**src/rtl/core/tile_data_packet_framer_defines.svh**
```systemverilog
// Assertion macros shared by the framer RTL.
`ifndef TILE_DATA_PACKET_FRAMER_DEFINES_SVH
`define TILE_DATA_PACKET_FRAMER_DEFINES_SVH

// Same-cycle implication, disabled while reset is held.
`define TDPF_ASSERT_NOW(label, clk, rst_n, ante, cons, msg) \
  label: assert property (@(posedge clk) disable iff (!rst_n) (ante) |-> (cons)) \
    else $error(msg);

// Next-cycle implication, disabled while reset is held.
`define TDPF_ASSERT_NEXT(label, clk, rst_n, ante, cons, msg) \
  label: assert property (@(posedge clk) disable iff (!rst_n) (ante) |=> (cons)) \
    else $error(msg);

`endif

```
**src/rtl/core/tdpf_pkg.sv**
```systemverilog
// Types and constants for the tile data packet framer.
`default_nettype none

package tdpf_pkg;

  localparam int unsigned POS_W = 10;
  localparam int unsigned SUM_W = 16;

  localparam int unsigned TILES_PER_PKT  = 40;
  localparam int unsigned BYTES_PER_TILE = 16;
  localparam logic [POS_W-1:0] PKT_DATA_BYTES = POS_W'(TILES_PER_PKT * BYTES_PER_TILE);

  localparam logic [7:0] SYNC_BYTE_A   = 8'h88;
  localparam logic [7:0] SYNC_BYTE_B   = 8'h33;
  localparam logic [7:0] CMD_DATA      = 8'h04;
  localparam logic [7:0] FLAG_COMPRESS = 8'h00;
  localparam logic [7:0] LEN_LOW       = 8'h80;
  localparam logic [7:0] LEN_HIGH      = 8'h02;
  localparam logic [7:0] PAD_BYTE      = 8'h00;

  // Checksum seed: command, flag and both length bytes.
  localparam logic [SUM_W-1:0] SUM_INIT =
    SUM_W'(CMD_DATA) + SUM_W'(FLAG_COMPRESS) + SUM_W'(LEN_LOW) + SUM_W'(LEN_HIGH);

  // Byte slots of one request's emission, in send order.
  typedef enum logic [3:0] {
    STEP_SYNC_A,
    STEP_SYNC_B,
    STEP_CMD,
    STEP_FLAG,
    STEP_LEN_LO,
    STEP_LEN_HI,
    STEP_DATA,
    STEP_SUM_LO,
    STEP_SUM_HI,
    STEP_PAD_A,
    STEP_PAD_B
  } step_t;

  // Per-request framing decision from the packet accounting.
  typedef struct packed {
    logic             hdr;
    logic             trl;
    logic [SUM_W-1:0] sum;
  } acct_t;

endpackage

`default_nettype wire

```
**src/rtl/core/tile_data_packet_framer.sv**
```systemverilog
// Top level of the tile data packet framer.
// Usage:
//   Input channel (in_valid/in_ready/in_data_byte) takes one tile data byte per request.
//   Output channel (out_valid/out_ready/out_*) sends one serial byte per request.
//   The first byte of a packet emits the six-byte header and then the byte;
//   the 640th byte emits the byte, the checksum (low, high) and two zero pads.
//   All other bytes emit just themselves. out_run_last flags the final byte
//   caused by one input request, out_packet_done the final pad of a packet.
// Path: an accepted request is first staged, then its bytes load into the output register.
// Throughput: one output byte per cycle while out_ready is high, set by the
//   single output register and the byte sequencer. A plain data byte emits
//   one byte, a packet-opening byte seven, a packet-closing byte five: 650
//   output bytes per 640-byte packet. The next request is taken in the cycle
//   its predecessor's last byte moves to the output register.
// Reset: synchronous, active low; clears the position, checksum, sequencer
//   and output valid, so the next byte opens a new packet.
// Stall: when out_ready is low the output byte holds, the sequencer holds,
//   and in_ready drops once the staged request cannot drain.
`default_nettype none
`include "tile_data_packet_framer_defines.svh"

module tile_data_packet_framer
  import tdpf_pkg::*;
(
  input  wire logic       clk,
  input  wire logic       rst_n,
  input  wire logic       in_valid,
  output logic            in_ready,
  input  wire logic [7:0] in_data_byte,
  output logic            out_valid,
  input  wire logic       out_ready,
  output logic [7:0]      out_tx_byte,
  output logic            out_run_last,
  output logic            out_packet_done
);

  acct_t            acct;
  logic             in_fire;

  // Staged request and its sequencer.
  logic             st_valid_r, st_valid_nxt;
  logic [7:0]       st_data_r;
  logic             st_trl_r;
  logic [SUM_W-1:0] st_sum_r;
  step_t            st_step_r, st_step_nxt;

  // Output register.
  logic             out_valid_r, out_valid_nxt;
  logic [7:0]       out_tx_r;
  logic             out_last_r;
  logic             out_done_r;

  logic             load;
  logic             is_last;
  logic [7:0]       sel_byte;

  assign in_fire = in_valid && in_ready;

  tdpf_acct u_acct (
    .clk       (clk),
    .rst_n     (rst_n),
    .accept    (in_fire),
    .data_byte (in_data_byte),
    .acct      (acct)
  );

  // Advance into the output register whenever it is empty or draining.
  assign load    = st_valid_r && (!out_valid_r || out_ready);
  assign is_last = st_trl_r ? (st_step_r == STEP_PAD_B) : (st_step_r == STEP_DATA);
  assign in_ready = !st_valid_r || (load && is_last);

  // Byte select for the current slot.
  always_comb begin
    unique case (st_step_r)
      STEP_SYNC_A: sel_byte = SYNC_BYTE_A;
      STEP_SYNC_B: sel_byte = SYNC_BYTE_B;
      STEP_CMD:    sel_byte = CMD_DATA;
      STEP_FLAG:   sel_byte = FLAG_COMPRESS;
      STEP_LEN_LO: sel_byte = LEN_LOW;
      STEP_LEN_HI: sel_byte = LEN_HIGH;
      STEP_DATA:   sel_byte = st_data_r;
      STEP_SUM_LO: sel_byte = st_sum_r[7:0];
      STEP_SUM_HI: sel_byte = st_sum_r[15:8];
      STEP_PAD_A:  sel_byte = PAD_BYTE;
      STEP_PAD_B:  sel_byte = PAD_BYTE;
      default:     sel_byte = PAD_BYTE;
    endcase
  end

  // Next slot: a new request starts at the header or the data byte,
  // otherwise step forward on each load.
  always_comb begin
    st_valid_nxt = st_valid_r;
    st_step_nxt  = st_step_r;
    if (in_fire) begin
      st_valid_nxt = 1'b1;
      st_step_nxt  = acct.hdr ? STEP_SYNC_A : STEP_DATA;
    end else if (load) begin
      if (is_last) begin
        st_valid_nxt = 1'b0;
      end else begin
        st_step_nxt = step_t'(st_step_r + 4'd1);
      end
    end
  end

  always_comb begin
    out_valid_nxt = out_valid_r;
    if (load) begin
      out_valid_nxt = 1'b1;
    end else if (out_ready) begin
      out_valid_nxt = 1'b0;
    end
  end

  always_ff @(posedge clk) begin
    if (!rst_n) begin
      st_valid_r  <= 1'b0;
      st_step_r   <= STEP_DATA;
      out_valid_r <= 1'b0;
    end else begin
      st_valid_r  <= st_valid_nxt;
      st_step_r   <= st_step_nxt;
      out_valid_r <= out_valid_nxt;
    end
  end

  // Payload registers: capture on accept / load, hold otherwise.
  always_ff @(posedge clk) begin
    if (in_fire) begin
      st_data_r <= in_data_byte;
      st_trl_r  <= acct.trl;
      st_sum_r  <= acct.sum;
    end
    if (load) begin
      out_tx_r   <= sel_byte;
      out_last_r <= is_last;
      out_done_r <= is_last && st_trl_r;
    end
  end

  assign out_valid       = out_valid_r;
  assign out_tx_byte     = out_tx_r;
  assign out_run_last    = out_last_r;
  assign out_packet_done = out_done_r;

  `TDPF_ASSERT_NOW(a_done_is_last, clk, rst_n, out_valid_r && out_done_r, out_last_r,
    "packet_done without run_last")
  `TDPF_ASSERT_NOW(a_take_only_on_drain, clk, rst_n, st_valid_r && in_ready, load && is_last,
    "request taken while staged request still has bytes")
  `TDPF_ASSERT_NEXT(a_step_holds, clk, rst_n, st_valid_r && !load && !in_fire,
    $stable(st_step_r) && st_valid_r, "sequencer moved while stalled")
  `TDPF_ASSERT_NOW(a_step_range, clk, rst_n, st_valid_r,
    st_step_r == STEP_PAD_B || st_step_r < STEP_PAD_B, "sequencer slot out of range")

endmodule

`default_nettype wire

```
**src/rtl/core/tdpf_acct.sv**
```systemverilog
// Packet position and running checksum bookkeeping.
`default_nettype none

module tdpf_acct
  import tdpf_pkg::*;
(
  input  wire logic       clk,
  input  wire logic       rst_n,
  input  wire logic       accept,
  input  wire logic [7:0] data_byte,
  output acct_t           acct
);

  logic [POS_W-1:0] pos_r, pos_nxt, pos_inc;
  logic [SUM_W-1:0] sum_r, sum_nxt, sum_base, sum_new;
  logic             hdr, trl;

  always_comb begin
    hdr      = (pos_r == '0);
    sum_base = hdr ? SUM_INIT : sum_r;
    sum_new  = sum_base + SUM_W'(data_byte);
    pos_inc  = pos_r + POS_W'(1);
    trl      = (pos_inc >= PKT_DATA_BYTES);
    pos_nxt  = pos_r;
    sum_nxt  = sum_r;
    if (accept) begin
      pos_nxt = trl ? '0 : pos_inc;
      sum_nxt = trl ? '0 : sum_new;
    end
  end

  assign acct = '{hdr: hdr, trl: trl, sum: sum_new};

  always_ff @(posedge clk) begin
    if (!rst_n) begin
      pos_r <= '0;
      sum_r <= '0;
    end else begin
      pos_r <= pos_nxt;
      sum_r <= sum_nxt;
    end
  end

endmodule

`default_nettype wire
```
**config.mk**
```make
export PLATFORM = sky130hd
export DESIGN_NAME = tile_data_packet_framer
export DESIGN_NICKNAME = d
export VERILOG_FILES = /design/src/rtl/core/tdpf_pkg.sv /design/src/rtl/core/tile_data_packet_framer.sv /design/src/rtl/core/tdpf_acct.sv
export VERILOG_INCLUDE_DIRS = /design/src /design/src/rtl/core
export SDC_FILE = /design/constraint.sdc
export NUM_CORES = 1
export LEC_CHECK = 0
export BUFFER_PORTS_ARGS = -buffer_cell sky130_fd_sc_hd__clkbuf_2
export CAP_MARGIN = 25
export CORE_ASPECT_RATIO = 1.1
export CORE_UTILIZATION = 50
export CTS_CLUSTER_SIZE = 14
export DETAILED_ROUTE_END_ITERATION = 8
export HOLD_SLACK_MARGIN = 0.08
export PLACE_DENSITY = 0.71
export REMOVE_ABC_BUFFERS = 1
export SYNTH_ARGS = -nofsm -noshare
export SYNTH_HDL_FRONTEND = slang
export SYNTH_SLANG_ARGS = --single-unit
```
**constraint.sdc**
```tcl
create_clock -name clk -period 3.4 [get_ports clk]
set_clock_uncertainty 0.05 [all_clocks]
set_input_delay 0.34 -clock clk [delete_from_list [all_inputs] [get_ports clk]]
set_output_delay 0.34 -clock clk [all_outputs]
set_load 0.03 [all_outputs]
```
Word-level counts from Yosys, hierarchy flattened --
Index checks and enable logic that the tools add are counted.
Cells by class: $add $sub $neg 3, order comparisons 1, equality and inequality tests 9, multiplexer cells 14, reduce and logical (&&, ||, !) cells 15
Operators by type and width (count):
- case mux 8 bit (8 select lines) | 1
- 2-to-1 mux 16 bit | 2
- adder 16 x 8 -> 16 bit | 1
- == test 4 x 3 -> 1 bit (second input constant) | 4
- 2-to-1 mux 4 bit | 3
- adder 10 x 1 -> 10 bit (second input constant) | 1
- >= comparator 10 bit (second input constant) | 1
- logical NOT 10 bit | 1
- 2-to-1 mux 10 bit | 1
- == test 4 bit (second input constant) | 2
- 2-to-1 mux 1 bit | 6
- nonzero test 2 bit | 3
- adder 4 x 1 -> 4 bit (second input constant) | 1
- == test 4 x 1 -> 1 bit (second input constant) | 1
- == test 4 x 2 -> 1 bit (second input constant) | 1
- logical AND 1 bit | 4
- logical NOT 4 bit | 1
- AND reduction 2 bit | 2
- 2-to-1 mux 3 bit | 1
- logical NOT 1 bit | 2
- logical OR 1 bit | 2
- inequality test 2 bit (second input constant) | 1
Storage, ports and cells: bits in registers 67, input port bits 12, word-level logic and storage cells 53

Longest topological paths before layout --
depth after elaboration 8, gate-level depth with buffers 14, mapped depth without buffers 13

By module --
Synthesis repeated with hierarchy kept, for this count alone.
Unflattened totals: cells, all modules 371, area total of the unflattened synthesis 3681.0 sq um
Modules (own cells, without submodules):
- tdpf_acct | instances 1, cells an instance 260, area an instance 2052.0 sq um, seq. area each 520.5 sq um
- tile_data_packet_framer | instances 1, cells an instance 111, area an instance 1629.1 sq um, seq. area each 1171.1 sq um

Worst setup path before layout --
OpenSTA, ideal clock, no wires.
path type register to register, start register u_acct.pos_r[0], end register u_acct.sum_r[12], setup time 0.074 ns, data arrival time 3.063 ns, data required time 3.276 ns, slack 0.213 ns, stages on the path, launching flop included 15, path buffers 1, cells stage by stage dfxtp_1 -> inv_1 -> ha_1 -> nor2b_1 -> nand4_1 -> clkbuf_1 -> and2_1 -> ha_1 -> fa_1 -> a211oi_1 -> o211ai_1 -> nand2_1 -> nor3_1 -> or4_1 -> a31oi_1
Between the ends: word-level cells in the longest chain between the ends 4, elaborated cells on any way between the ends 6, those cells by class 2 x add/sub; 1 x order compare; 2 x mux; 1 x reduce/logical
RTL lines:
- from (decl) | RTL line tdpf_acct.sv:14 | logic [POS_W-1:0] pos_r, pos_nxt, pos_inc;
- from (signal assigned) | RTL line tdpf_acct.sv:39 | pos_r <= pos_nxt;
- branches (longest 3 deep; another with adder 10 x 1 -> 10 bit)
- 2-to-1 mux 16 bit * | RTL line tdpf_acct.sv:28 | sum_nxt = trl ? '0 : sum_new;
- to (signal assigned) | RTL line tdpf_acct.sv:40 | sum_r <= sum_nxt;
- to (decl) | RTL line tdpf_acct.sv:15 | logic [SUM_W-1:0] sum_r, sum_nxt, sum_base, sum_new;
Every way passes the cells marked *. A chain may end at the register's enable or synchronous reset.

Worst setup path after layout --
Same ends and word-level chain as after synthesis.

==> metrics.csv <==
stage,metric,value,unit
power,power_frac_clock,30.4,%
timing,finalSetupTns,0,ns
setup_path,cp_max_fo,5,
floorplan,chipHeight,88.20,µm
synth,synth-seq-cells,67,
clock_network,cts-root-buf,clkbuf_8,
clock_network,cts_made_buffers,9,
setup_path,max_stage_delay,0.48,ns
floorplan,rows,31,
power,ir_drop,0.2560,mV
clock_network,cts_num_sinks,67,
finish,antenna_cells,0,
drt,drc,0,
timing,setup_slack,0.2288,ns
setup_path,worstSetupStartpointType,flop,
floorplan,die_w,80.36,µm
drt,totalWireLength,6895,µm
clock_network,tritoncts,done,
synth,synth_cells,325,
timing,relSlewSlack,61.95,%
drt,dr.pass1.iters,4,
power,power.net_switching,0.0006659,W
floorplan,initial_utilization,51.52,%
power,swShare,30.84,%
power,power_density,572.7,nW/µm²
finish,layout-drive-gt1-share,15.41,%
setup_path,critPathBufInv,1,
clock_network,cts_resized,0,
place,gp_congestion,0.9266,
timing,timing.final.hold_violations,0,
power,p_int,0.001494,W
synth,syn_avg_cell_area,10.39,µm²
synth,yosysWarningCount,0,
synth,synth_area_leader_cell,edfxtp_1,
setup_path,arrival,3.39,ns
place,port_buffers,23,
drt,avgRoutedWirePerCell,15.71,µm
synth,yosysUniqueCellTypes,54,
synth,synthAdderAreaFrac,5.780,%
run_status,outcome,finished clean,
clock_network,htree_levels,3,
flow_run,maxCapViolations,0,
timing,worst_pin_slew,0.5701,ns
synth,async_flop_share,0,%
synth,yosys-top-cells-area,"edfxtp_1, dfxtp_1, ha_1",
floorplan,io-pin-count,24,
place,dp_worst_setup_slack,0.2288,ns
power,pwr-share-seq,46.7,%
synth,synth_compound_area_share,18.97,%
timing,min_period,3.171,ns
timing,fin_crit_sh,93.27,%
power,pwr-share-comb,22.9,%
timing,final_max_slew_viol_count,0,
setup_path,path_class,reg -> reg,
floorplan,die-area,7087,µm²
synth,synth_flop_cell,edfxtp_1,
setup_path,cp_slowest_cell,or4_1,
place,dp_cells,423,
drt,viasPerCell,5.809,
timing,rsz0062_at_grt,false,
place,hpwl,4883,µm
setup_path,crit_path_end_kind,flop,
synth,synth_area,3377,µm²
global_routing,track_usage,21.47,%
finish,stdcell_count,439,
drt,vias,2550,
synth,synth_edf_count,35,
clock_network,post_cts_buffers,0,
setup_path,cp_top_family,simple AND/OR/NAND/NOR gates,
global_routing,grt_overflow_total,0,
finish,nets,379,
timing,timing.fmax,315.3,MHz
global_routing,first_global_vias,2403,
finish,syn_to_final_growth,11.67,%
clock_network,postCtsHoldBufs,0,
global_routing,grt_pass1_wl,11390,µm
synth,synth_top_family_by_area,compound AO/OA/AOI/OAI gates,
timing,finalSetupViolCount,0,
synth,synth-simple-area-share,17.38,%
drt,drtAntennaViolNets,0,
synth,synth_xor_area_share,4.150,%
synth,ys_seq_area_share,50.09,%
synth,synthMuxAreaShare,0,%
min_path,hp-class,in -> reg,
clock_network,cts.path.max_buffers,2,
floorplan,coreArea,6555,µm²
global_routing,antenna_found_initial,0,
finish,fin_util,57.53,%
setup_path,critPathRequiredTime,3.62,ns
clock_network,clk_pin_slew,0.08,ns
synth,synth_top_cell_area_share,31.12,%
clock_network,clock_insertion_delay_worst_skew,0.34,ns
setup_path,cpMostUsedCell,ha_1,
power,total_power,0.002160,W
global_routing,grt_max_degree,30,
power,total_leakage_power,1.417,nW
drt,drt_iter0_drc,159,
setup_path,cp_cell_sequence,inv_1 -> ha_1 -> nor2b_1 -> nand4_1 -> and2_1 -> ha_1 -> fa_1 -> a211oi_2 -> o211ai_1 -> nand2_1 -> nor3_1 -> or4_1 -> a31oi_1,
[area by class of cell]
type / count / area, µm²
Fill cell: 556 / 2784
Sequential cell: 67 / 1692
Multi-Input combinational cell: 232 / 1572
Timing Repair Buffer: 29 / 160.2
Clock buffer: 9 / 123.9
Tap cell: 82 / 102.6
Clock inverter: 7 / 67.56
Inverter: 13 / 53.80
[sequential cells by signal, indices dropped and copies added (netlist names)]
signal / flops
st_data_r: 8
st_step_r: 4
st_sum_r: 16
out_packet_done: 1
u_acct.pos_r: 10
out_valid: 1
st_trl_r: 1
u_acct.sum_r: 16
st_valid_r: 1
out_run_last: 1
out_tx_byte: 8
[synth_stat cells (2+ instances only)]
| library cell | number |
|---|---|
| a31oi_1 | 7 |
| o22ai_1 | 10 |
| a22o_1 | 12 |
| edfxtp_1 | 35 |
| or4_1 | 3 |
| nand3_1 | 10 |
| a21oi_1 | 22 |
| nand2_1 | 30 |
| nor2b_1 | 4 |
| xor2_1 | 7 |
| buf_2 | 4 |
| o211ai_1 | 4 |
| nand2b_1 | 5 |
| a21o_1 | 4 |
| xnor2_1 | 9 |
| or3_1 | 5 |
| nand3b_1 | 3 |
| a211oi_1 | 2 |
| buf_6 | 2 |
| a22oi_1 | 6 |
| clkbuf_1 | 6 |
| nor2_1 | 19 |
| o21ai_1 | 2 |
| and4_1 | 2 |
| nand4_1 | 7 |
| o21ai_0 | 14 |
| ha_1 | 14 |
| dfxtp_1 | 32 |
| and2_1 | 7 |
| inv_1 | 11 |
| nor3_1 | 4 |
[cells by family (layout without fill, tap and decap cells)]
group	count (synthesis)	count (layout)
AO/OA/AOI/OAI	93	93
buffers and inverters	26	58
flip-flops	67	67
XOR/XNOR	16	16
AND/OR/NAND/NOR	108	108
adder cells (fa/ha/maj)	15	15
[power by group through the flow]
| stage | clock network (W) | registers, W | logic (W) |
|---|---|---|---|
| 6_report | 0.000657 | 0.00101 | 0.000494 |
| 5_1_grt | 0.000704 | 0.00102 | 0.000549 |
| 4_1_cts | 0.000667 | 0.00101 | 0.000488 |
| 3_5_place_dp | 0 | 0.00103 | 0.000485 |
| 3_3_place_gp | 0 | 0.00102 | 0.000478 |
| 2_1_floorplan | 0 | 0.00105 | 0.000320 |
[cells in the final DEF, fill, tap and decap left out, types with 2 or more instances in the layout]
master,instances
o211ai_1,4
a22o_1,12
clkinv_2,4
and2_1,7
edfxtp_1,35
a22oi_1,6
xor2_1,7
nand2_1,30
nor2b_1,4
or4_1,3
clkbuf_2,23
o22ai_1,10
ha_1,14
and4_1,2
or3_1,5
a31oi_1,7
a21oi_1,22
nand2b_1,5
nand3b_1,3
xnor2_1,9
dfxtp_1,32
o21ai_0,14
nor3_1,4
buf_4,6
inv_1,11
nand4_1,7
a21o_1,4
nand3_1,10
nor2_1,19
clkbuf_8,9
inv_6,2
[per-stage QoR]
stage | hold WS, ns | cell area (µm²)
finish | 0.1466 | 3771
global route | 0.1429 | 3771
CTS | 0.1441 | 3762
detailed placement | 0.4016 | 3571
global placement | 0.3990 | 3571
floorplan | 0.3519 | 3308
[final timing paths]
path	startpoint	slack [ns]	end	cells after the start
setup / recovery	u_acct.pos_r[0]$_SDFFE_PN0P_	0.23	u_acct.sum_r[12]$_SDFFE_PN0P_	13
hold / removal	in_data_byte[3]	0.15	st_data_r[3]$_DFFE_PP_	1
setup reg to reg	u_acct.pos_r[0]$_SDFFE_PN0P_	0.23	u_acct.sum_r[12]$_SDFFE_PN0P_	13
hold reg to reg	u_acct.sum_r[7]$_SDFFE_PN0P_	0.42	u_acct.sum_r[7]$_SDFFE_PN0P_	1
[metal layers]
metal / wire, µm / share of wire [%] / up-vias / GRT usage (%)
met5: 0 / 0 / - / 0
li1: - / - / 1273 / -
met4: 72 / 1.0 / 0 / 9.253
met3: 275 / 4.0 / 6 / 3.438
met2: 3487 / 51 / 67 / 35.67
met1: 3060 / 44 / 1204 / 27.67
Note: power is estimated with default switching activity, not from simulation.
